**config.mk**
```make
export PLATFORM = sky130hd
export DESIGN_NAME = etot_ctrl
export DESIGN_NICKNAME = d
export VERILOG_FILES = /design/src/rtl/etot_pkg.sv /design/src/rtl/etot_ctrl.sv
export VERILOG_INCLUDE_DIRS = /design/src /design/src/rtl
export SDC_FILE = /design/constraint.sdc
export NUM_CORES = 1
export LEC_CHECK = 0
export ABC_AREA = 1
export BUFFER_PORTS_ARGS = -buffer_cell sky130_fd_sc_hd__clkbuf_2
export CORE_AREA = 2 2 39 41
export CTS_CLUSTER_DIAMETER = 50
export DETAILED_ROUTE_END_ITERATION = 8
export DIE_AREA = 0 0 41 43
export PLACE_DENSITY_LB_ADDON = 0.08
export SETUP_SLACK_MARGIN = 0.1
export SYNTH_ARGS = -nofsm -noshare
export SYNTH_HDL_FRONTEND = slang
export SYNTH_SLANG_ARGS = --single-unit
```
**constraint.sdc**
```tcl
create_clock -name clk -period 1.11 [get_ports clk]
set_clock_uncertainty 0.15 [all_clocks]
set_input_delay 0.333 -clock clk [delete_from_list [all_inputs] [get_ports clk]]
set_output_delay 0.333 -clock clk [all_outputs]
set_load 0.01 [all_outputs]
```
**src/rtl/assert_macros.svh**
```systemverilog
// Assertion macros shared by the ownership table RTL.
// Depends on nothing; included by modules that carry checks.
`ifndef ASSERT_MACROS_SVH
`define ASSERT_MACROS_SVH
`ifndef SYNTHESIS
`define ASSERT_CLK(label, clk, rst, prop, msg) \
  label: assert property (@(posedge clk) disable iff (rst) prop) else $error(msg);
`define ASSERT_CLK_NR(label, clk, prop, msg) \
  label: assert property (@(posedge clk) prop) else $error(msg);
`else
`define ASSERT_CLK(label, clk, rst, prop, msg)
`define ASSERT_CLK_NR(label, clk, prop, msg)
`endif
`endif

```
**src/rtl/etot_pkg.sv**
```systemverilog
// Package for the epoch tagged ownership table: types, codes, constants.
// Used by all modules of the block.
package etot_pkg;
  localparam int TableEntriesDef = 16;

  typedef enum logic [2:0] {
    REQ_CLEAR  = 3'd0,
    REQ_ADD    = 3'd1,
    REQ_BEGIN  = 3'd2,
    REQ_RECORD = 3'd3,
    REQ_ENDED  = 3'd4,
    REQ_SLOTOF = 3'd5
  } req_e;

  typedef struct packed {
    logic [2:0]  req_type;
    logic [63:0] peer_key;
    logic [63:0] task_tag;
    logic [63:0] range_epoch;
    logic        wants_workers;
  } in_item_t;

  typedef struct packed {
    logic        result_valid;
    logic [63:0] out_key;
    logic [63:0] out_task;
    logic [63:0] out_epoch;
    logic        last_of_run;
    logic        status;
  } out_item_t;

  typedef enum logic [2:0] {
    ST_IDLE, ST_EXEC, ST_SCAN, ST_EMIT, ST_OUT
  } state_t;

  // controller to datapath
  typedef struct packed {
    logic load;      // capture input transaction
    logic exec;      // perform single-result operation, build result
    logic scan_init; // bump epoch, start walk
    logic scan_step; // select next smallest candidate
    logic emit;      // build range-start result from selection
  } ctrl_t;

  // datapath to controller
  typedef struct packed {
    logic is_begin;
    logic more;      // further candidates remain after this one
  } stat_t;
endpackage

```
**src/rtl/etot_ctrl.sv**
```systemverilog
// Controller of the ownership table: sequences one transaction at a time.
// Depends on etot_pkg and assert_macros.svh.
`include "assert_macros.svh"
module etot_ctrl
  import etot_pkg::*;
(
  input  logic  clk,
  input  logic  rst,
  input  logic  in_valid,
  output logic  in_ready,
  output logic  out_valid,
  input  logic  out_ready,
  input  stat_t stat,
  output ctrl_t ctrl
);
  state_t state, state_next;

  always_ff @(posedge clk) begin
    if (rst) state <= ST_IDLE;
    else state <= state_next;
  end

  always_comb begin
    state_next = state;
    ctrl = '0;
    in_ready = 1'b0;
    out_valid = 1'b0;
    unique case (state)
      ST_IDLE: begin
        in_ready = 1'b1;
        if (in_valid) begin
          ctrl.load = 1'b1;
          state_next = ST_EXEC;
        end
      end
      ST_EXEC: begin
        if (stat.is_begin) begin
          ctrl.scan_init = 1'b1;
          state_next = ST_SCAN;
        end else begin
          ctrl.exec = 1'b1;
          state_next = ST_OUT;
        end
      end
      ST_SCAN: begin
        ctrl.scan_step = 1'b1;
        state_next = ST_EMIT;
      end
      ST_EMIT: begin
        ctrl.emit = 1'b1;
        state_next = ST_OUT;
      end
      ST_OUT: begin
        out_valid = 1'b1;
        if (out_ready) state_next = stat.more ? ST_SCAN : ST_IDLE;
      end
      default: state_next = ST_IDLE;
    endcase
  end

  `ASSERT_CLK(a_no_overlap, clk, rst, !(in_ready && out_valid), "accept while holding result")
  `ASSERT_CLK(a_load_exec, clk, rst, ctrl.load |=> state == ST_EXEC, "load not followed by exec")
  `ASSERT_CLK(a_hold, clk, rst, (out_valid && !out_ready) |=> out_valid, "result dropped")
endmodule

```
==> flow_summary.toml, run 1 <==
[detailed_routing]
wl_met2_um = 352
top_layer = "met3"
wl_per_cell_um = 9.00
ant_nets = 0
vias_per_cell = 3.81
vias = 282
drt_iter0_drc = 3
wl_um = 666
drt-met1-wl_um = 286
dr.pass1.iters = 3
wl_met3_um = 27
remaining_drc_errors = 0

[finish]
drive_gt1_frac = 0.707
top_register = "state"
fillCellCount = 154
syn_to_final_growth_pct = 130
antenna_cells = 0
fin_nets = 65
final_area_um2 = 472
largest_reg_flops = 3
top_regs = "state x3"

[global_route]
grt_remaining_overflow = 0
grt_start_max_net_pins = 6
grt_pass1_wl_um = 1050
antenna_found_initial = 0
grt_pass1_vias = 273
grt.total_usage = 0.0873

[die]
rows = 14
core_mm2 = 0.00138
dieWidth_um = 41
start_util = 0.148
dieArea_mm2 = 0.00176
die_y_um = 43
io_pins = 13

[worst_setup_path]
end_kind = "output pin"
cp.required_ns = 0.63
cp.arrival_ns = 1.01
cp_max_fo = 4
critPathKind = "reg2out"
cp-start-kind = "flip-flop"

[sta]
drv_slew = 0
min_period_over_period = 1.35
worst_pin_slew_ns = 0.169
fin_ws_ns = -0.383
hold_violations = 0
max_freq_mhz = 670
slew_headroom = 0.886
post-route-min-period_ns = 1.49
rsz0062_at_grt = "yes"
setup_viol = 9

[clocking]
cts_buffers = 3
cts_root_buf = "clkbuf_4"
path_clk_slew_ns = 0.04
ctsHtreeMaxLevel = 1
clockBufferDepth = 2
clock_latency_ns = 0.23
cts_sinks = 3
hold_buffers = 0
tritoncts = "yes"

[run_status]
status = "finished, violations left"
violations = "setup timing"

[power_and_ir_drop]
power_density_mw_per_mm2 = 1210
seqPwrFrac = 0.255
p_leak_nw = 0.243
intPower_mw = 0.376
clkPwrFrac = 0.335
vdd_ir_drop_max_uv = 577
p_comb_frac = 0.410
power.total_mw = 0.572
p_sw_mw = 0.196
swShare = 0.343

[place]
placement.cell_area_um2 = 369
gp_congestion = 0.644
port-buffer-count = 12
hpwl_um = 487

[hold_path]
hold_path_class = "in2reg"

[logic_synthesis]
syn_avg_cell_area_um2 = 5.86
ys_seq_area_frac = 0.293
syn_inst = 35
syn_nets = 41
ys_ff_latch = 3
syn_area_um2 = 205
yosysWarnings = 0
synthDistinctLibCells = 14

[flow_run]
maxCapViolations = 0
[per-stage QoR]
| stage | cells | hold slack (ns) | util | setup slack [ns] | setup TNS [ns] |
|---|---|---|---|---|---|
| after floorplan | 35 | 0.242 | - | -0.0496 | -0.156 |
| after global placement | 68 | 0.371 | 0.267 | -0.163 | -0.938 |
| after detailed placement | 68 | 0.374 | 0.267 | -0.168 | -0.995 |
| after CTS | 75 | 0.124 | 0.311 | -0.422 | -2.96 |
| after global routing | 74 | 0.119 | 0.341 | -0.444 | -3.16 |
| final | 74 | 0.131 | 0.341 | -0.383 | -2.51 |
[cell type report]
type	instances	area, µm²	area share
Inverter	10	42.5	0.0902
Tap cell	16	20.0	0.0424
Multi-Input combinational cell	22	173	0.366
Timing Repair Buffer	19	139	0.294
Clock buffer	4	26.3	0.0557
Sequential cell	3	71.3	0.151
[critical path: stages, from the launching register on]
cell and delay (ns):
dfxtp_4 0.38, inv_4 0.06, nor4_4 0.18, buf_2 0.16
[cells by family after synthesis]
kind of cell	count (synthesis)	synth area share
AO/OA/AOI/OAI	3	0.0731
buffers and inverters	10	0.183
flip-flops	3	0.293
AND/OR/NAND/NOR	19	0.451
[cells in the mapped netlist]
library cell  n  area, µm²
nand2_1       3       11.3
nor2_1        6       22.5
inv_2         2       7.51
nand3b_1      1       7.51
o21ai_0       2       10.0
nand4_1       1       6.26
inv_1         8       30.0
nor3_1        1       5.00
nand2_2       1       6.26
nor4_1        1       6.26
nand3_1       3       15.0
dfxtp_1       3       60.1
a21oi_1       1       5.00
nor2_2        2       12.5
[worst paths after layout]
| check | startpoint | end | slack, ns | cells past startpoint |
|---|---|---|---|---|
| worst max register to register | state[0] | state[1] | -0.03 | 5 |
| worst min-delay path | rst | state[2] | 0.13 | 2 |
| worst max-delay path | state[0] | ctrl[3] | -0.38 | 3 |
| worst min register to register | state[2] | state[2] | 0.50 | 3 |
[cell usage in the layout, fill, tap and decap left out]
cell type / instances
a21oi_1: 1
nor2_4: 3
nand2_2: 4
o21ai_0: 2
nand3_4: 1
nor2_2: 1
nand3_1: 1
buf_4: 5
inv_2: 2
clkbuf_2: 5
nand3_2: 1
nand3b_1: 1
buf_2: 4
nand4_1: 1
nor2_1: 4
inv_1: 6
nor3_2: 1
inv_4: 2
dfxtp_4: 3
clkbuf_4: 3
nor4_4: 1
buf_6: 5
clkbuf_1: 1
[layer usage]
layer	up-vias	GRT usage
met5	-	0
met4	0	0.0600
met3	0	0.0157
met2	6	0.134
met1	122	0.103
li1	154	-
[power by group through the flow]
stage | clock (mW) | sequential (mW) | combinational (mW)
after floorplan | 0 | 0.141 | 0.109
after global placement | 0 | 0.143 | 0.190
after detailed placement | 0 | 0.143 | 0.190
after CTS | 0.203 | 0.144 | 0.209
after global routing | 0.221 | 0.148 | 0.259
final | 0.191 | 0.146 | 0.235
[what timing repair did]
action | in CTS | in global routing
resized for setup | 5 | 17
setup endpoints to repair | 10 | 10
endpoints found under the hold margin | 0 | 0
pin swaps | 6 | 9
buffers inserted | 3 | 1
(Power assumes the default switching activity.)
==> run 2, diff against run 1 <==
--- a/config.mk
+++ b/config.mk
@@ -7,11 +7,11 @@
 export NUM_CORES = 1
 export LEC_CHECK = 0
 export ABC_AREA = 1
-export BUFFER_PORTS_ARGS = -buffer_cell sky130_fd_sc_hd__clkbuf_2
 export CORE_AREA = 2 2 39 41
 export CTS_CLUSTER_DIAMETER = 50
 export DETAILED_ROUTE_END_ITERATION = 8
 export DIE_AREA = 0 0 41 43
+export DONT_BUFFER_PORTS = 1
 export PLACE_DENSITY_LB_ADDON = 0.08
 export SETUP_SLACK_MARGIN = 0.1
 export SYNTH_ARGS = -nofsm -noshare
==> flow_summary.toml, run 2 (synthesis results as in run 1) <==
[clocking]
clock_latency_ns = 0.23
cts_root_buf = "clkbuf_4"
tritoncts = "yes"
ctsHtreeMaxLevel = 1
cts_sinks = 3
cts_buffers = 3
path_clk_slew_ns = 0.04
clockBufferDepth = 2

[place]
placement.cell_area_um2 = 302
dp.cells = 55
gp_congestion = 0.636
hpwl_um = 484
port-buffer-count = 0
dp_slack_ns = -0.0855

[worst_setup_path]
cp-start-kind = "flip-flop"
critPathKind = "reg2out"
cp.arrival_ns = 0.93
cp.required_ns = 0.63
crit_buf_inv = 2
slowest_delay_ns = 0.38
crit_path_top_delay_cell = "dfxtp_4"
cp_cell_sequence = "inv_4 > nor2_2 > nand3_2 > inv_2"
end_kind = "output pin"
cp_top_family = "flip-flops"
cp_max_fo = 4

[power_and_ir_drop]
vdd_ir_drop_max_uv = 458
clkPwrFrac = 0.376
seqPwrFrac = 0.284
p_sw_mw = 0.177
intPower_mw = 0.337
p_leak_nw = 0.177
power.total_mw = 0.514
swShare = 0.344
power_density_mw_per_mm2 = 1380
p_comb_frac = 0.341

[sta]
max_freq_mhz = 707
slew_headroom = 0.822
worst_pin_slew_ns = 0.265
fin_ws_ns = -0.305
post-route-min-period_ns = 1.42
tns_ns = -2.09
min_period_over_period = 1.27
rsz0062_at_grt = "yes"
hold_violations = 0
holdWs_ns = 0.0153
drv_slew = 0
setup_viol = 9

[global_route]
grt_start_max_net_pins = 7
grt_pass1_vias = 255
grt_pass1_wl_um = 1020
grt.total_usage = 0.0872
antenna_found_initial = 0
grt_remaining_overflow = 0

[hold_path]
hold_path_class = "in2reg"

[finish]
layout_commonest_cell = "buf_4"
final_area_um2 = 372
fin_util = 0.269
largest_reg_flops = 3
antenna_cells = 0
most-common-layout-cells = "buf_4 (6), inv_1 (5), inv_2 (4), nor2_1 (4)"
top_register = "state"
syn_to_final_growth_pct = 81.1
drive_gt1_frac = 0.609
stdcell_count = 62
fin_nets = 53
top_regs = "state x3"

[detailed_routing]
vias = 251
drt_iter0_drc = 2
ant_nets = 0
wl_per_cell_um = 10.4
wl_um = 644
dr.pass1.iters = 3
remaining_drc_errors = 0
vias_per_cell = 4.05

[die]
die_y_um = 43
io_pins = 13
rows = 14
start_util = 0.148
dieWidth_um = 41
core_mm2 = 0.00138
dieArea_mm2 = 0.00176

[flow_run]
maxCapViolations = 0

[run_status]
status = "finished, violations left"
violations = "setup timing"
-- run 2: repair_timing --
item / in CTS / in global routing
endpoints found under the setup margin: 10 / 10
setup buffers: 2 / 0
hold buffers: 1 / 0
hold endpoints to repair: 1 / 0
pin swaps: 4 / 3
gates resized for setup: 5 / 2
-- run 2: final timing paths --
check / start / endpoint / slack [ns] / cells after the start
hold / removal: rst / state[0] / 0.02 / 1
setup reg to reg: state[0] / state[1] / -0.06 / 6
setup / recovery: state[0] / ctrl[2] / -0.31 / 4
hold reg to reg: state[1] / state[1] / 0.49 / 3
-- run 2: routing by layer --
layer  wire length (µm)  global-route usage  up-vias
met1                259              0.0990      114
met2                327               0.125        6
li1                   -                   -      131
met4                  0              0.0400        0
met5                  0                   0        -
met3                 56              0.0524        0
-- run 2: layout make-up --
type | instances | area, µm²
fillers | 161 | 1010
multi-input cells | 22 | 159
flip-flops and latches | 3 | 71.3
repair buffers | 7 | 55.1
inverters | 10 | 40.0
clock buffers | 4 | 26.3
well taps | 16 | 20.0
-- run 2: power by group through the flow --
stage	sequential (mW)	combinational (mW)	clock, mW
finish	0.146	0.175	0.193
global route	0.147	0.195	0.215
CTS	0.143	0.173	0.201
detailed placement	0.144	0.153	0
global placement	0.143	0.154	0
floorplan	0.141	0.109	0
==> run 3, diff against run 2 <==
==> constraint.sdc (replaced) <==
create_clock -name clk -period 1.3 [get_ports clk]
set_clock_uncertainty 0.15 [all_clocks]
set_input_delay 0.39 -clock clk [delete_from_list [all_inputs] [get_ports clk]]
set_output_delay 0.39 -clock clk [all_outputs]
set_load 0.01 [all_outputs]
==> flow_summary.toml, run 3 (synthesis results as in run 1) <==
[run_status]
status = "finished, violations left"
violations = "setup timing"

[die]
core_mm2 = 0.00138
rows = 14
dieWidth_um = 41
start_util = 0.148
die_y_um = 43
io_pins = 13
dieArea_mm2 = 0.00176

[place]
port-buffer-count = 0
gp_congestion = 0.666
hpwl_um = 470

[finish]
top_regs = "state x3"
most-common-layout-cells = "buf_4 (6), inv_2 (4), inv_1 (4), nor2_1 (4)"
fin_nets = 52
antenna_cells = 0
syn_to_final_growth_pct = 79.3
top_register = "state"
layout_commonest_cell = "buf_4"
fin_util = 0.266
drive_gt1_frac = 0.622
largest_reg_flops = 3

[clocking]
clock_latency_ns = 0.23
hold_buffers = 0
ctsHtreeMaxLevel = 1
cts_root_buf = "clkbuf_4"
clockBufferDepth = 2
path_clk_slew_ns = 0.04
cts_sinks = 3
tritoncts = "yes"
cts_buffers = 3

[hold_path]
min_from = "rst"
hold-path-cell-count = 1
hold_path_class = "in2reg"
min_to = "state[2]"

[power_and_ir_drop]
power_density_mw_per_mm2 = 1180
swShare = 0.354
p_comb_frac = 0.329
p_sw_mw = 0.154
seqPwrFrac = 0.293
intPower_mw = 0.281
clkPwrFrac = 0.378
vdd_ir_drop_max_uv = 332
p_leak_nw = 0.175

[sta]
worst_pin_slew_ns = 0.277
rsz0062_at_grt = "yes"
holdWs_ns = 0.0636
hold_violations = 0
setup_viol = 7
drv_slew = 0
post-route-min-period_ns = 1.51
fin_ws_ns = -0.213
min_period_over_period = 1.16
max_freq_mhz = 661
slew_headroom = 0.814

[worst_setup_path]
cp.arrival_ns = 0.97
cp_max_fo = 4
r2r-start = "state[2]"
r2r_cells = 5
cp_cell_sequence = "inv_6 > nor2_4 > nand3_2 > inv_2"
cp.required_ns = 0.76
slowest_delay_ns = 0.39
crit_path_top_delay_cell = "dfxtp_4"
end_kind = "output pin"
r2r-end = "state[1]"
cp-start-kind = "flip-flop"
critPathKind = "reg2out"
worstSetupStartpoint = "state[0]"
reg2reg_slack_ns = 0.17

[global_route]
grt_pass1_vias = 272
grt.total_usage = 0.0951
grt_remaining_overflow = 0
grt_start_max_net_pins = 7
grt_pass1_wl_um = 1080
antenna_found_initial = 0

[detailed_routing]
wl_per_cell_um = 10.4
ant_nets = 0
vias = 245
vias_per_cell = 4.02
wl_um = 636
drt_iter0_drc = 4
dr.pass1.iters = 2
remaining_drc_errors = 0

[flow_run]
maxCapViolations = 0
-- run 3: cell types whose count changed in the layout (fill, tap and decap cells not counted), sizes merged --
cell         delta
dlygate4sd3     -1
-- run 3: what timing repair did --
item	in CTS	in global routing
pin swaps	4	9
setup buffers	1	2
cloned	0	0
endpoints found under the setup margin	7	9
gates resized for setup	12	7
hold endpoints to repair	0	0
-- run 3: per-layer routing --
metal | up-vias | track usage | share of wire
met5 | - | 0 | 0
li1 | 129 | - | -
met3 | 2 | 0.0209 | 0.061
met2 | 6 | 0.128 | 0.55
met4 | 0 | 0.100 | 0.013
met1 | 108 | 0.111 | 0.37
-- run 3: worst max path at each step --
stage                     endpoint  slack [ns]  cells after the start
after CTS                  ctrl[4]       -0.21                      3
after detailed placement   ctrl[0]       -0.03                      3
final                      ctrl[2]       -0.21                      4
after global placement     ctrl[4]       -0.01                      3
after global routing       ctrl[2]       -0.26                      4
after floorplan            ctrl[0]        0.03                      2
-- run 3: per-stage QoR --
stage / TNS, ns / power (mW) / area (µm²) / instances / worst slack (ns)
2_1_floorplan: 0 / 0.194 / 216 / 35 / 0.0251
3_3_place_gp: -0.0103 / 0.230 / 274 / 56 / -0.0103
3_5_place_dp: -0.0467 / 0.229 / 274 / 56 / -0.0290
4_1_cts: -1.26 / 0.435 / 350 / 61 / -0.210
5_1_grt: -1.56 / 0.473 / 368 / 61 / -0.264
6_report: -1.20 / 0.435 / 368 / 61 / -0.213
-- run 3: worst max-delay path: cells and delay by family (launching register included) --
kind,cells,cell delay [ns]
buffers and inverters,2,0.13
DFF,1,0.39
and+or+nand+nor,2,0.21
-- run 3: layout make-up --
class                   count  area [µm²]
multi-input cells          22         160
flip-flops and latches      3        71.3
repair buffers              6        45.0
fillers                   162        1020
inverters                  10        45.0
well taps                  16        20.0
clock buffers               4        26.3
-- run 3: power by group through the flow --
stage,registers (mW),logic (mW),clock network (mW)
floorplan,0.117,0.0772,0
global placement,0.119,0.112,0
detailed placement,0.119,0.111,0
CTS,0.121,0.138,0.175
global route,0.129,0.160,0.185
finish,0.127,0.143,0.164
